===== config.mk =====
export PLATFORM = sky130hd
export DESIGN_NAME = lidar_ray_to_pixel_projection
export DESIGN_NICKNAME = d
export VERILOG_FILES = /design/src/rtl/core/lrp_pkg.sv /design/src/rtl/core/lidar_ray_to_pixel_projection.sv /design/src/rtl/core/lrp_digit_mul.sv /design/src/rtl/core/lrp_cordic.sv
export SDC_FILE = /design/constraint.sdc
export NUM_CORES = 2
export LEC_CHECK = 0
export ABC_AREA = 1
export BUFFER_PORTS_ARGS = -buffer_cell sky130_fd_sc_hd__buf_2
export CAP_MARGIN = 20
export CORE_MARGIN = 5
export CORE_UTILIZATION = 55
export CTS_CLUSTER_SIZE = 8
export DETAILED_ROUTE_END_ITERATION = 7
export PLACE_DENSITY = 0.71
export SLEW_MARGIN = 25
export SYNTH_ARGS = -nofsm -noshare
export SYNTH_HDL_FRONTEND = slang
export SYNTH_SLANG_ARGS = --single-unit

===== constraint.sdc =====
create_clock -name clk -period 6.11 [get_ports clk]
set_input_delay 1.5275 -clock clk [delete_from_list [all_inputs] [get_ports clk]]
set_output_delay 1.5275 -clock clk [all_outputs]
set_load 0.005 [all_outputs]

===== src/rtl/core/lrp_pkg.sv =====
// Shared constants, widths and tables for the lidar ray to pixel projection block.
`timescale 1ns / 1ps

package lrp_pkg;

	// field widths
	localparam int RANGE_W    = 16;
	localparam int ANGLE_W    = 16;
	localparam int PPM_W      = 24;
	localparam int PIX_W      = 9;
	localparam int IN_DATA_W  = 16;
	localparam int IN_USER_W  = 2;
	localparam int OUT_DATA_W = 24;

	// image geometry
	localparam int IMAGE_SIZE = 512;
	localparam int IMAGE_HALF = IMAGE_SIZE / 2;

	// configuration port
	localparam int CFG_IDX_W  = 3;
	localparam int CFG_DATA_W = 24;

	localparam logic [CFG_IDX_W-1:0] REG_MIN_RANGE = 3'd0;
	localparam logic [CFG_IDX_W-1:0] REG_MAX_RANGE = 3'd1;
	localparam logic [CFG_IDX_W-1:0] REG_START_ANG = 3'd2;
	localparam logic [CFG_IDX_W-1:0] REG_ANG_STEP  = 3'd3;
	localparam logic [CFG_IDX_W-1:0] REG_PPM       = 3'd4;

	localparam logic [RANGE_W-1:0] RST_MIN_RANGE = 16'd120;
	localparam logic [RANGE_W-1:0] RST_MAX_RANGE = 16'd3500;
	localparam logic [ANGLE_W-1:0] RST_START_ANG = 16'd0;
	localparam logic [ANGLE_W-1:0] RST_ANG_STEP  = 16'd182;
	localparam logic [PPM_W-1:0]   RST_PPM       = 24'd74898;

	// digit-serial multiplier: parallel multiplicand, multiplier in 4 bit digits
	localparam int MUL_A_W   = 40;
	localparam int MUL_B_W   = 24;
	localparam int MUL_DIG_W = 4;
	localparam int MUL_NDIG  = MUL_B_W / MUL_DIG_W;
	localparam int MUL_CNT_W = $clog2(MUL_NDIG);
	localparam int MUL_P_W   = MUL_A_W + MUL_B_W;

	// CORDIC datapath, Q30 vector and binary angle units
	localparam int CORDIC_ITERS = 16;
	localparam int ITER_W       = $clog2(CORDIC_ITERS);
	localparam int XY_W         = 33;
	localparam int Z_W          = 18;

	localparam logic signed [XY_W-1:0] CORDIC_K     = XY_W'(652032874);
	localparam logic signed [Z_W-1:0]  QUARTER_TURN = Z_W'(16384);
	localparam logic signed [Z_W-1:0]  HALF_TURN    = Z_W'(32768);

	// Q30 to Q20, then integer part of the Q40 product
	localparam int FRAC_DROP = 10;
	localparam int MAG_W     = XY_W - FRAC_DROP;
	localparam int IP_LSB    = 40;
	localparam int IP_W      = MUL_P_W - IP_LSB;

	// arctangent of 2^-i in binary angle units
	function automatic logic signed [Z_W-1:0] atan_bam(input logic [ITER_W-1:0] i);
		logic signed [Z_W-1:0] v;
		case (i)
			4'd0:    v = Z_W'(8192);
			4'd1:    v = Z_W'(4836);
			4'd2:    v = Z_W'(2555);
			4'd3:    v = Z_W'(1297);
			4'd4:    v = Z_W'(651);
			4'd5:    v = Z_W'(326);
			4'd6:    v = Z_W'(163);
			4'd7:    v = Z_W'(81);
			4'd8:    v = Z_W'(41);
			4'd9:    v = Z_W'(20);
			4'd10:   v = Z_W'(10);
			4'd11:   v = Z_W'(5);
			4'd12:   v = Z_W'(3);
			4'd13:   v = Z_W'(1);
			4'd14:   v = Z_W'(1);
			default: v = Z_W'(0);
		endcase
		return v;
	endfunction

endpackage


===== src/rtl/core/lidar_ray_to_pixel_projection.sv =====
// Top level: ray angle tracking, range gate, CORDIC and digit-serial scaling to pixels.
`timescale 1ns / 1ps

// One range reading per input beat becomes one pixel beat. A reading that passes the
// gate (finite, strictly between min_range_mm and max_range_mm) goes through 16 CORDIC
// iterations, during which range times pixels_per_mm runs through a digit-serial
// multiplier, then 6 digit steps for the two coordinate products side by side, then
// into the output register; no new reading is taken before that. A rejected reading
// goes straight to the output register. A finished beat waits in the output register
// while the next reading is taken. The ray angle restarts at start_angle on a beat with
// scan_start set, and otherwise steps by angle_step; before any scan start it counts
// from 0. Out-of-image and rejected rays come out with hit low and both coordinates 0.

module lidar_ray_to_pixel_projection (
	input  logic                               clk,
	input  logic                               arst_n,
	// config write channel
	input  logic                               cfg_valid,
	output logic                               cfg_ready,
	input  logic [lrp_pkg::CFG_IDX_W-1:0]      cfg_index,
	input  logic [lrp_pkg::CFG_DATA_W-1:0]     cfg_data,
	// ray input
	input  logic                               s_tvalid,
	output logic                               s_tready,
	input  logic [lrp_pkg::IN_DATA_W-1:0]      s_tdata,   // [15:0] range_mm
	input  logic [lrp_pkg::IN_USER_W-1:0]      s_tuser,   // [0] range_finite, [1] scan_start
	// pixel output
	output logic                               m_tvalid,
	input  logic                               m_tready,
	output logic [lrp_pkg::OUT_DATA_W-1:0]     m_tdata,   // [8:0] pixel_x, [17:9] pixel_y
	output logic                               m_tuser    // [0] hit
);
	import lrp_pkg::*;

	typedef enum logic [1:0] {
		ST_IDLE,
		ST_ROT,
		ST_MUL,
		ST_OUT
	} state_t;

	state_t               state_q;
	logic                 gate_q;
	logic [ANGLE_W-1:0]   next_angle_q;
	logic [RANGE_W-1:0]   min_range_q;
	logic [RANGE_W-1:0]   max_range_q;
	logic [ANGLE_W-1:0]   start_angle_q;
	logic [ANGLE_W-1:0]   angle_step_q;
	logic [PPM_W-1:0]     ppm_q;

	logic                 accept;
	logic [RANGE_W-1:0]   range_in;
	logic                 gate_in;
	logic [ANGLE_W-1:0]   ray_angle;
	logic [ANGLE_W-1:0]   angle_sum;
	logic                 rot_start;
	logic                 xy_start;

	logic                   rot_done;
	logic signed [XY_W-1:0] cosine;
	logic signed [XY_W-1:0] sine;
	logic                   pmul_done;
	logic [MUL_P_W-1:0]     pmul_prod;
	logic                   xmul_done;
	logic [MUL_P_W-1:0]     xmul_prod;
	logic                   ymul_done;
	logic [MUL_P_W-1:0]     ymul_prod;

	logic signed [MAG_W-1:0] fx;
	logic signed [MAG_W-1:0] fy;
	logic                    negx;
	logic                    negy;
	logic [MAG_W-1:0]        magx;
	logic [MAG_W-1:0]        magy;
	logic [PIX_W:0]          placex;
	logic [PIX_W:0]          placey;
	logic                    res_hit;

	// signed integer offset plus half image; returns {inside, column}
	function automatic logic [PIX_W:0] place(input logic [IP_W-1:0] ip, input logic neg);
		logic signed [IP_W+1:0] ext;
		logic signed [IP_W+1:0] half;
		logic signed [IP_W+1:0] pos;
		logic                   ok;
		ext  = signed'({2'b00, ip});
		half = (IP_W+2)'(IMAGE_HALF);
		pos  = neg ? (half - ext) : (half + ext);
		ok   = !pos[IP_W+1] && (pos < (IP_W+2)'(IMAGE_SIZE));
		return {ok, pos[PIX_W-1:0]};
	endfunction

	assign cfg_ready = 1'b1;
	assign s_tready  = (state_q == ST_IDLE);
	assign accept    = s_tvalid && s_tready;
	assign range_in  = s_tdata[RANGE_W-1:0];
	assign gate_in   = s_tuser[0] && (range_in > min_range_q) && (range_in < max_range_q);
	assign ray_angle = s_tuser[1] ? start_angle_q : next_angle_q;
	assign angle_sum = ray_angle + angle_step_q;
	assign rot_start = accept && gate_in;
	assign xy_start  = (state_q == ST_ROT) && rot_done && pmul_done;

	// configuration registers
	always_ff @(posedge clk or negedge arst_n) begin
		if (!arst_n) begin
			min_range_q   <= RST_MIN_RANGE;
			max_range_q   <= RST_MAX_RANGE;
			start_angle_q <= RST_START_ANG;
			angle_step_q  <= RST_ANG_STEP;
			ppm_q         <= RST_PPM;
		end else if (cfg_valid && cfg_ready) begin
			case (cfg_index)
				REG_MIN_RANGE: min_range_q   <= cfg_data[RANGE_W-1:0];
				REG_MAX_RANGE: max_range_q   <= cfg_data[RANGE_W-1:0];
				REG_START_ANG: start_angle_q <= cfg_data[ANGLE_W-1:0];
				REG_ANG_STEP:  angle_step_q  <= cfg_data[ANGLE_W-1:0];
				REG_PPM:       ppm_q         <= cfg_data[PPM_W-1:0];
				default: ;
			endcase
		end
	end

	// rotation and pixel distance run side by side
	lrp_cordic u_cordic (
		.clk    (clk),
		.arst_n (arst_n),
		.start  (rot_start),
		.angle  (ray_angle),
		.done   (rot_done),
		.cosine (cosine),
		.sine   (sine)
	);

	lrp_digit_mul u_pmul (
		.clk    (clk),
		.arst_n (arst_n),
		.start  (rot_start),
		.a      (MUL_A_W'(ppm_q)),
		.b      (MUL_B_W'(range_in)),
		.done   (pmul_done),
		.prod   (pmul_prod)
	);

	// Q30 to Q20 by floor shift, then sign and magnitude
	assign fx   = MAG_W'(cosine >>> FRAC_DROP);
	assign fy   = MAG_W'(sine >>> FRAC_DROP);
	assign negx = fx[MAG_W-1];
	assign negy = fy[MAG_W-1];
	assign magx = negx ? (~fx + 1'b1) : fx;
	assign magy = negy ? (~fy + 1'b1) : fy;

	lrp_digit_mul u_xmul (
		.clk    (clk),
		.arst_n (arst_n),
		.start  (xy_start),
		.a      (pmul_prod[MUL_A_W-1:0]),
		.b      (MUL_B_W'(magx)),
		.done   (xmul_done),
		.prod   (xmul_prod)
	);

	lrp_digit_mul u_ymul (
		.clk    (clk),
		.arst_n (arst_n),
		.start  (xy_start),
		.a      (pmul_prod[MUL_A_W-1:0]),
		.b      (MUL_B_W'(magy)),
		.done   (ymul_done),
		.prod   (ymul_prod)
	);

	// truncated integer parts placed around the image center
	assign placex  = place(xmul_prod[MUL_P_W-1:IP_LSB], negx);
	assign placey  = place(ymul_prod[MUL_P_W-1:IP_LSB], negy);
	assign res_hit = gate_q && placex[PIX_W] && placey[PIX_W];

	// sequencer and output register
	always_ff @(posedge clk or negedge arst_n) begin
		if (!arst_n) begin
			state_q      <= ST_IDLE;
			gate_q       <= 1'b0;
			next_angle_q <= '0;
			m_tvalid     <= 1'b0;
			m_tdata      <= '0;
			m_tuser      <= 1'b0;
		end else begin
			// a beat taken outside the load state empties the register
			if (m_tvalid && m_tready && state_q != ST_OUT) begin
				m_tvalid <= 1'b0;
			end
			case (state_q)
				ST_IDLE: begin
					if (accept) begin
						next_angle_q <= angle_sum;
						gate_q       <= gate_in;
						state_q      <= gate_in ? ST_ROT : ST_OUT;
					end
				end
				ST_ROT: begin
					if (xy_start) begin
						state_q <= ST_MUL;
					end
				end
				ST_MUL: begin
					if (xmul_done && ymul_done) begin
						state_q <= ST_OUT;
					end
				end
				ST_OUT: begin
					if (!m_tvalid || m_tready) begin
						m_tvalid <= 1'b1;
						m_tuser  <= res_hit;
						m_tdata  <= res_hit ?
							{{(OUT_DATA_W-2*PIX_W){1'b0}}, placey[PIX_W-1:0],
							 placex[PIX_W-1:0]} : '0;
						state_q  <= ST_IDLE;
					end
				end
				default: state_q <= ST_IDLE;
			endcase
		end
	end

	// scaling only starts once both rotation and pixel distance are finished
	a_mul_after_rot: assert property (@(posedge clk) disable iff (!arst_n)
		(state_q == ST_MUL) |-> (rot_done && pmul_done))
		else $error("coordinate products running before rotation finished");

	// every accepted ray advances the angle
	a_angle_step: assert property (@(posedge clk) disable iff (!arst_n)
		accept |=> (next_angle_q == $past(angle_sum)))
		else $error("ray angle did not advance on accept");

	// a ray that failed the gate never reports a hit
	a_reject_no_hit: assert property (@(posedge clk) disable iff (!arst_n)
		(state_q == ST_OUT && !gate_q) |-> !res_hit)
		else $error("rejected ray reported as hit");

endmodule


===== src/rtl/core/lrp_digit_mul.sv =====
// Digit-serial unsigned multiplier: one 4 bit digit of the multiplier per cycle.
`timescale 1ns / 1ps

module lrp_digit_mul (
	input  logic                         clk,
	input  logic                         arst_n,
	input  logic                         start,
	input  logic [lrp_pkg::MUL_A_W-1:0]  a,
	input  logic [lrp_pkg::MUL_B_W-1:0]  b,
	output logic                         done,
	output logic [lrp_pkg::MUL_P_W-1:0]  prod
);
	import lrp_pkg::*;

	logic [MUL_A_W-1:0]           a_q;
	logic [MUL_A_W-1:0]           acc_q;
	logic [MUL_B_W-1:0]           b_q;
	logic [MUL_CNT_W-1:0]         cnt_q;
	logic                         busy_q;
	logic                         done_q;
	logic [MUL_A_W+MUL_DIG_W-1:0] sum;

	// partial product of the low digit added into the running high half
	assign sum = {{MUL_DIG_W{1'b0}}, acc_q} + a_q * b_q[MUL_DIG_W-1:0];

	// control
	always_ff @(posedge clk or negedge arst_n) begin
		if (!arst_n) begin
			busy_q <= 1'b0;
			done_q <= 1'b0;
			cnt_q  <= '0;
		end else if (start) begin
			busy_q <= 1'b1;
			done_q <= 1'b0;
			cnt_q  <= '0;
		end else if (busy_q) begin
			cnt_q <= cnt_q + 1'b1;
			if (cnt_q == MUL_CNT_W'(MUL_NDIG - 1)) begin
				busy_q <= 1'b0;
				done_q <= 1'b1;
			end
		end
	end

	// datapath: low product bits shift into the freed top of the multiplier register
	always_ff @(posedge clk) begin
		if (start) begin
			a_q   <= a;
			b_q   <= b;
			acc_q <= '0;
		end else if (busy_q) begin
			acc_q <= sum[MUL_A_W+MUL_DIG_W-1:MUL_DIG_W];
			b_q   <= {sum[MUL_DIG_W-1:0], b_q[MUL_B_W-1:MUL_DIG_W]};
		end
	end

	assign done = done_q;
	assign prod = {acc_q, b_q};

endmodule


===== src/rtl/core/lrp_cordic.sv =====
// Iterative rotation CORDIC: cosine and sine of a binary angle in Q30, one step per cycle.
`timescale 1ns / 1ps

module lrp_cordic (
	input  logic                              clk,
	input  logic                              arst_n,
	input  logic                              start,
	input  logic [lrp_pkg::ANGLE_W-1:0]       angle,
	output logic                              done,
	output logic signed [lrp_pkg::XY_W-1:0]   cosine,
	output logic signed [lrp_pkg::XY_W-1:0]   sine
);
	import lrp_pkg::*;

	logic signed [XY_W-1:0] x_q;
	logic signed [XY_W-1:0] y_q;
	logic signed [Z_W-1:0]  z_q;
	logic                   flip_q;
	logic [ITER_W-1:0]      cnt_q;
	logic                   busy_q;
	logic                   done_q;

	logic signed [Z_W-1:0]  z_ext;
	logic signed [Z_W-1:0]  z_fold;
	logic                   flip_d;
	logic signed [XY_W-1:0] dx;
	logic signed [XY_W-1:0] dy;
	logic signed [Z_W-1:0]  dz;

	// fold the angle into [-quarter, +quarter] turn; a half turn negates both results
	always_comb begin
		z_ext  = {{(Z_W-ANGLE_W){angle[ANGLE_W-1]}}, angle};
		z_fold = z_ext;
		flip_d = 1'b0;
		if (z_ext > QUARTER_TURN) begin
			z_fold = z_ext - HALF_TURN;
			flip_d = 1'b1;
		end else if (z_ext < -QUARTER_TURN) begin
			z_fold = z_ext + HALF_TURN;
			flip_d = 1'b1;
		end
	end

	// floor shifts for this step
	assign dx = y_q >>> cnt_q;
	assign dy = x_q >>> cnt_q;
	assign dz = atan_bam(cnt_q);

	// control
	always_ff @(posedge clk or negedge arst_n) begin
		if (!arst_n) begin
			busy_q <= 1'b0;
			done_q <= 1'b0;
			cnt_q  <= '0;
		end else if (start) begin
			busy_q <= 1'b1;
			done_q <= 1'b0;
			cnt_q  <= '0;
		end else if (busy_q) begin
			cnt_q <= cnt_q + 1'b1;
			if (cnt_q == ITER_W'(CORDIC_ITERS - 1)) begin
				busy_q <= 1'b0;
				done_q <= 1'b1;
			end
		end
	end

	// micro-rotations
	always_ff @(posedge clk) begin
		if (start) begin
			x_q    <= CORDIC_K;
			y_q    <= '0;
			z_q    <= z_fold;
			flip_q <= flip_d;
		end else if (busy_q) begin
			if (!z_q[Z_W-1]) begin
				x_q <= x_q - dx;
				y_q <= y_q + dy;
				z_q <= z_q - dz;
			end else begin
				x_q <= x_q + dx;
				y_q <= y_q - dy;
				z_q <= z_q + dz;
			end
		end
	end

	assign done   = done_q;
	assign cosine = flip_q ? -x_q : x_q;
	assign sine   = flip_q ? -y_q : y_q;

endmodule

# Word-level counts from Yosys, hierarchy flattened
# Memory sizes are Yosys's and may differ from the RTL's.
# Cells that the tools add are included.
op_classes:
  magnitude_cmp: 6
  shifts: 2
  addsub: 24
  mux: 63
  mul: 3
  n_reduce_logical: 39
  bitwise_logic: 2
  n_eq_ne: 16
ops:
  columns: ["op", "n"]
  rows:
  - ["$mux 23", 6]
  - ["$mux 33", 4]
  - ["$mux 18", 6]
  - ["$add 40x44->44", 2]
  - ["$mul 40x4->44", 2]
  - ["$add 33x33->33", 2]
  - ["$neg 33->33", 2]
  - ["$sshr 33x4->33", 2]
  - ["$sub 33x33->33", 2]
  - ["$lt 26x11->1 const B", 2]
  - ["$mux 26", 2]
  - ["$add 9x24->25 const A", 2]
  - ["$sub 9x24->25 const A", 2]
  - ["$mux 16", 3]
  - ["$add 23x1->23 const B", 2]
  - ["$not 23->23", 2]
  - ["$add 40x28->41", 1]
  - ["$mul 24x4->28", 1]
  - ["$mux 1", 28]
  - ["$reduce_and 2->1", 11]
  - ["$add 16x17->18 const B", 1]
  - ["$add 18x18->18", 1]
  - ["$mux 3", 6]
  - ["$sub 16x17->18 const B", 1]
  - ["26 further kinds", 62]
word_totals:
  memories: 1
  word_cells: 194
  output_inout_bits: 28
  inputBits: 50
  mem_bits_ro: 224
  regBits: 495
memory_table:
  columns: ["memory", "words", "width", "read_ports", "rd_ports_with_merged_regs", "write_ports", "line_no", "text"]
  rows:
  - ["(no name shown)", 16, 14, 1, 0, 0, "lrp_pkg.sv:62", "case (i)"]

# Longest topological paths before layout
depth:
  ltp_word: 8
  depth_mapped: 35
  depth_no_buf: 33

# Modules after synthesis
# Synthesis repeated with hierarchy kept, for this count alone.
hier_totals:
  hier_cells: 8770
  hier_area_um2: 58202.1
by_module_without_submodules:
  columns: ["module", "instances", "area_each_um2", "cells_each"]
  rows:
  - ["lrp_cordic", 1, 14172.3, 2423]
  - ["lrp_digit_mul (u_xmul)", 1, 11444.7, 1644]
  - ["lrp_digit_mul (u_ymul)", 1, 11402.2, 1644]
  - ["lrp_digit_mul (u_pmul)", 1, 11332.1, 1644]
  - ["lidar_ray_to_pixel_projection", 1, 9850.7, 1415]

# Worst setup path after synthesis
# No wires, ideal clock.
synth_timing:
  path_kind: "reg-to-reg"
  from: "register u_pmul.b_q[3]"
  to: "register u_pmul.acc_q[19]"
  setup_ns: 0.110
  period_less_slack_ns: 4.306
  t_required_ns: 6.000
  stages_incl_launch_ff: 27
  path_slack_ns: 1.804
  arrival_time_ns: 4.196
  cell_sequence: "edfxtp_1 clkbuf_1 nand2_1 inv_1 fa_1 fa_1 inv_1 fa_1 inv_1 ha_1 a21oi_1 a21oi_1 nor2_1 inv_1 nand2_1 nand2_1 nand2_1 nand2_1 a21oi_1 inv_1 nand2_1 nand2_1 or2_2 nand3_1 o21ai_0 nand2_1 inv_1"
synth_via:
  elab_chain_len: 2
synth_rtl:
  columns: ["item", "line_no", "text"]
  rows:
  - ["start: declaration", "lrp_digit_mul.sv:17", "logic [MUL_B_W-1:0] b_q;"]
  - ["start signal: assignment", "lrp_digit_mul.sv:53", "b_q <= {sum[MUL_DIG_W-1:0], b_q[MUL_B_W-1:MUL_DIG_W]};"]
  - ["$mul 24x4->28", "lrp_digit_mul.sv:24", "assign sum = {{MUL_DIG_W{1'b0}}, acc_q} + a_q * b_q[MUL_DIG_W-1:0];"]
  - ["$add 40x28->41", "lrp_digit_mul.sv:24", null]
  - ["end signal: assignment", "lrp_digit_mul.sv:52", "acc_q <= sum[MUL_A_W+MUL_DIG_W-1:MUL_DIG_W];"]
  - ["end: declaration", "lrp_digit_mul.sv:16", "logic [MUL_A_W-1:0] acc_q;"]
# Every way passes these cells.
# A chain may end at the register's enable or synchronous reset.

# Worst setup path in the final report
layout_timing:
  from: "register u_xmul.a_q[1]"
  to: "register u_xmul.acc_q[29]"
layout_via:
  elab_chain_len: 2
layout_rtl:
  columns: ["item", "line_no", "text"]
  rows:
  - ["start: declaration", "lrp_digit_mul.sv:15", "logic [MUL_A_W-1:0] a_q;"]
  - ["start signal: assignment", "lrp_digit_mul.sv:48", "a_q <= a;"]
  - ["$mul 40x4->44", "lrp_digit_mul.sv:24", null]
  - ["$add 40x44->44", "lrp_digit_mul.sv:24", null]
  - ["end signal: assignment", "lrp_digit_mul.sv:52", null]
  - ["end: declaration", "lrp_digit_mul.sv:16", null]
# Every way passes these cells.

==> flow_summary.toml <==
[sta]
fin_tns_setup_ns = 0
rsz0062_at_grt = "false"
setup_viol = 0
min_period_over_period_pct = 85.2
drv_slew = 0
hold_viol_final = 0
worstMarginPinSlew_ns = 0.977
setup_ws_ns = 0.903
period_needed_ns = 5.21
relSlewSlack_pct = 34.9
fmax_ghz = 0.192
clock_skew_ns = 0.0388

[setup_path]
path_delay_family = "adder cells"
rrSetupSlack_ns = 0.90
reg2reg_from = "u_xmul.a_q[1]"
crit_fanout = 8
rr_worst_depth = 22
critPathRequiredTime_ns = 6.65
end_kind = "register"
critPathLaunchType = "register"
crit_type = "reg -> reg"
crit_top_cell = "nand2_1"
r2r_end = "u_xmul.acc_q[29]"
cpPeakStageDelay_ns = 0.62
crit_chain = "nand2_1 -> inv_1 -> fa_1 -> fa_1 -> inv_1 -> fa_1 -> inv_1 -> ha_1 -> a21oi_1 -> nand2_1 -> nand2_1 -> nand3_1 -> nand2_1 -> nand2_1 -> a21oi_1 -> o21ai_0 -> a21oi_1 -> nor2_1 -> o21bai_1 -> nand3_1 -> nand3_1 -> inv_1"
worstPathArrival_ns = 5.74
cp_slowest_cell = "edfxtp_1"
cp.buffers_inverters = 4

[logic_synthesis]
synth_mux_area_share_pct = 0.175
synthAdderAreaFrac_pct = 18.9
syn_inst = 7671
synth_async_sr_flop_share_pct = 31.2
synth-simple-area-share_pct = 26.5
netlist.area_leader.share_pct = 14.3
syn-cell-area_um2 = 51600
yosysWarningCount = 0
ys_top_cells_by_count = "nand2_1, inv_1, nand3_1"
synth_top_cell_by_area = "nand2_1"
synth.distinct_cells = 74
ys.flop_type = "dfxtp_1"
syn_area_per_cell_um2 = 6.72
synthXorXnorAreaFrac_pct = 4.50
netlist_top_cells_area = "nand2_1, fa_1, inv_1"
synth-edff-count = 145
synth.ff_latch_count = 474
synth_most_common_cell = "nand2_1"
synth_compound_area_share_pct = 12.8
ys_seq_area_share_pct = 22.7
synth_top_family_by_area = "simple AND/OR/NAND/NOR gates"

[die]
rows = 112
die-area_um2 = 100000
io-pin-count = 78
die-height_um = 316
initial_utilization_pct = 55.4
coreArea_um2 = 93200
die_w_um = 316

[drt]
vias_per_cell = 5.47
drt_pass1_iterations = 7
wl_per_cell_um = 17.6
vias = 48600
drtAntennaViolNets = 0
drc = 0
routed_wl_um = 157000
drt_iter0_markers = 4340

[cells_and_area]
stdcell_area_um2 = 54800
nFillCells = 8910
finalNetCount = 8231
area_delta_synth_final_pct = 6.33
layout-drive-gt1-share_pct = 4.94
final_util_pct = 58.9

[clock_network]
ctsResizeCount = 0
cts.hold.buffers_added = 0
root_buffer = "clkbuf_16"
numCtsBuffers = 71
clock_latency_ns = 0.66
cts_buffer_depth = 3
clk_pin_slew_ns = 0.06
cts_tree = "yes"
cts_setup_buffers = 0
cts_sinks = 474
htree_levels = 3

[status]
run_status = "finished clean"

[placement]
gp_congestion = 1.01
hpwl_um = 124000
placed_cell_area_um2 = 52600
numPortBuffers = 70
dpl_worst_slack_ns = 1.02

[worst_hold_path]
min_path_cells = 0
hp-class = "reg -> reg"
hold_path_end = "u_xmul.a_q[17]"
hold_start = "u_pmul.b_q[17]"

[run]
maxCapViolCount = 0

[global_routing]
grt_overflow_total = 0
grt_max_degree = 84
grt_pass1_vias = 47300
grtUsageTotal_pct = 31.1
grt_pass1_wl_um = 250000
antenna_found_initial = 4
## cells by family (layout without fill, tap and decap cells)
logic type	count (synthesis)	count (layout)
AOI/OAI and AO/OA	1164	1164
buffers and inverters	1900	1862
xor gates and xnor gates	265	265
adders and majority gates	599	599
muxes	8	8
DFF	474	474
other	2	10
and+or+nand+nor	3259	3259
## cell usage in the layout (no fill, tap or decap), types with 20 or more instances in the layout
cell,netlist,layout
xnor2_1,64,64
nor4_1,25,25
nand3_1,555,553
buf_2,35,69
clkbuf_1,164,46
xor2_1,201,201
a21oi_1,376,376
edfxtp_1,145,145
dfrtp_1,126,121
or2_2,45,45
nor3_1,67,66
nand2_1,1971,1969
nor2_1,467,467
dfxtp_1,181,181
buf_4,13,45
a31oi_1,45,45
o21a_1,20,20
ha_1,297,297
fa_1,302,302
inv_1,1591,1590
o21bai_1,21,21
dfstp_2,22,22
o21ai_1,26,26
o21ai_0,448,448
clkbuf_16,0,72
o211ai_1,110,110
a21o_1,24,24
nand4_1,50,50
## state kept, by name (all words and copies together), names as in the netlist, 24 cells and up
name and flops:
u_pmul.b_q 24, ppm_q 24, u_pmul.a_q 24, u_ymul.b_q 24, u_xmul.a_q 40, u_xmul.acc_q 40, u_cordic.y_q 33, u_pmul.acc_q 25
u_ymul.acc_q 40, u_cordic.x_q 33, u_xmul.b_q 24
## layer usage
metal,vias to the layer above,GRT usage [%],part of all wire [%]
met5,-,0,0.0070
met4,2,11.5,4.2
met3,364,4.00,6.6
met2,1737,52.9,47
met1,22700,40.8,42
li1,23900,-,-
## worst max-delay path by stage
stage / depth (start not counted) / slack [ns] / startpoint / endpoint
after floorplan: 26 / 1.80 / u_pmul.b_q[3] / u_pmul.acc_q[19]
after global placement: 22 / 1.04 / u_xmul.a_q[1] / u_xmul.acc_q[29]
after detailed placement: 22 / 1.02 / u_xmul.a_q[1] / u_xmul.acc_q[29]
after CTS: 22 / 1.01 / u_xmul.a_q[1] / u_xmul.acc_q[29]
after global routing: 28 / 0.38 / u_cordic.cnt_q[1] / u_cordic.y_q[23]
final: 22 / 0.90 / u_xmul.a_q[1] / u_xmul.acc_q[29]
## final cells by class
type | count | area [um2] | share of cell area [%]
antenna | 3 | 7.51 | 0.0137
timing repair buffer | 119 | 757 | 1.38
clock inverter | 7 | 165 | 0.301
sequential | 474 | 11700 | 21.4
clock buffer | 122 | 2030 | 3.70
tap | 1254 | 1570 | 2.86
inverter | 1614 | 6070 | 11.1
multi-input combinational | 5302 | 32500 | 59.3
## stage by stage
step           hold slack, ns  cells
6_report                0.431   8895
4_1_cts                 0.429   8890
3_3_place_gp            0.413   8761
2_1_floorplan           0.408   7676
5_1_grt                 0.447   8895
3_5_place_dp            0.417   8761
Power is not shown: default switching activity piles up to over one toggle a cycle in this logic, so the estimate is an artifact.
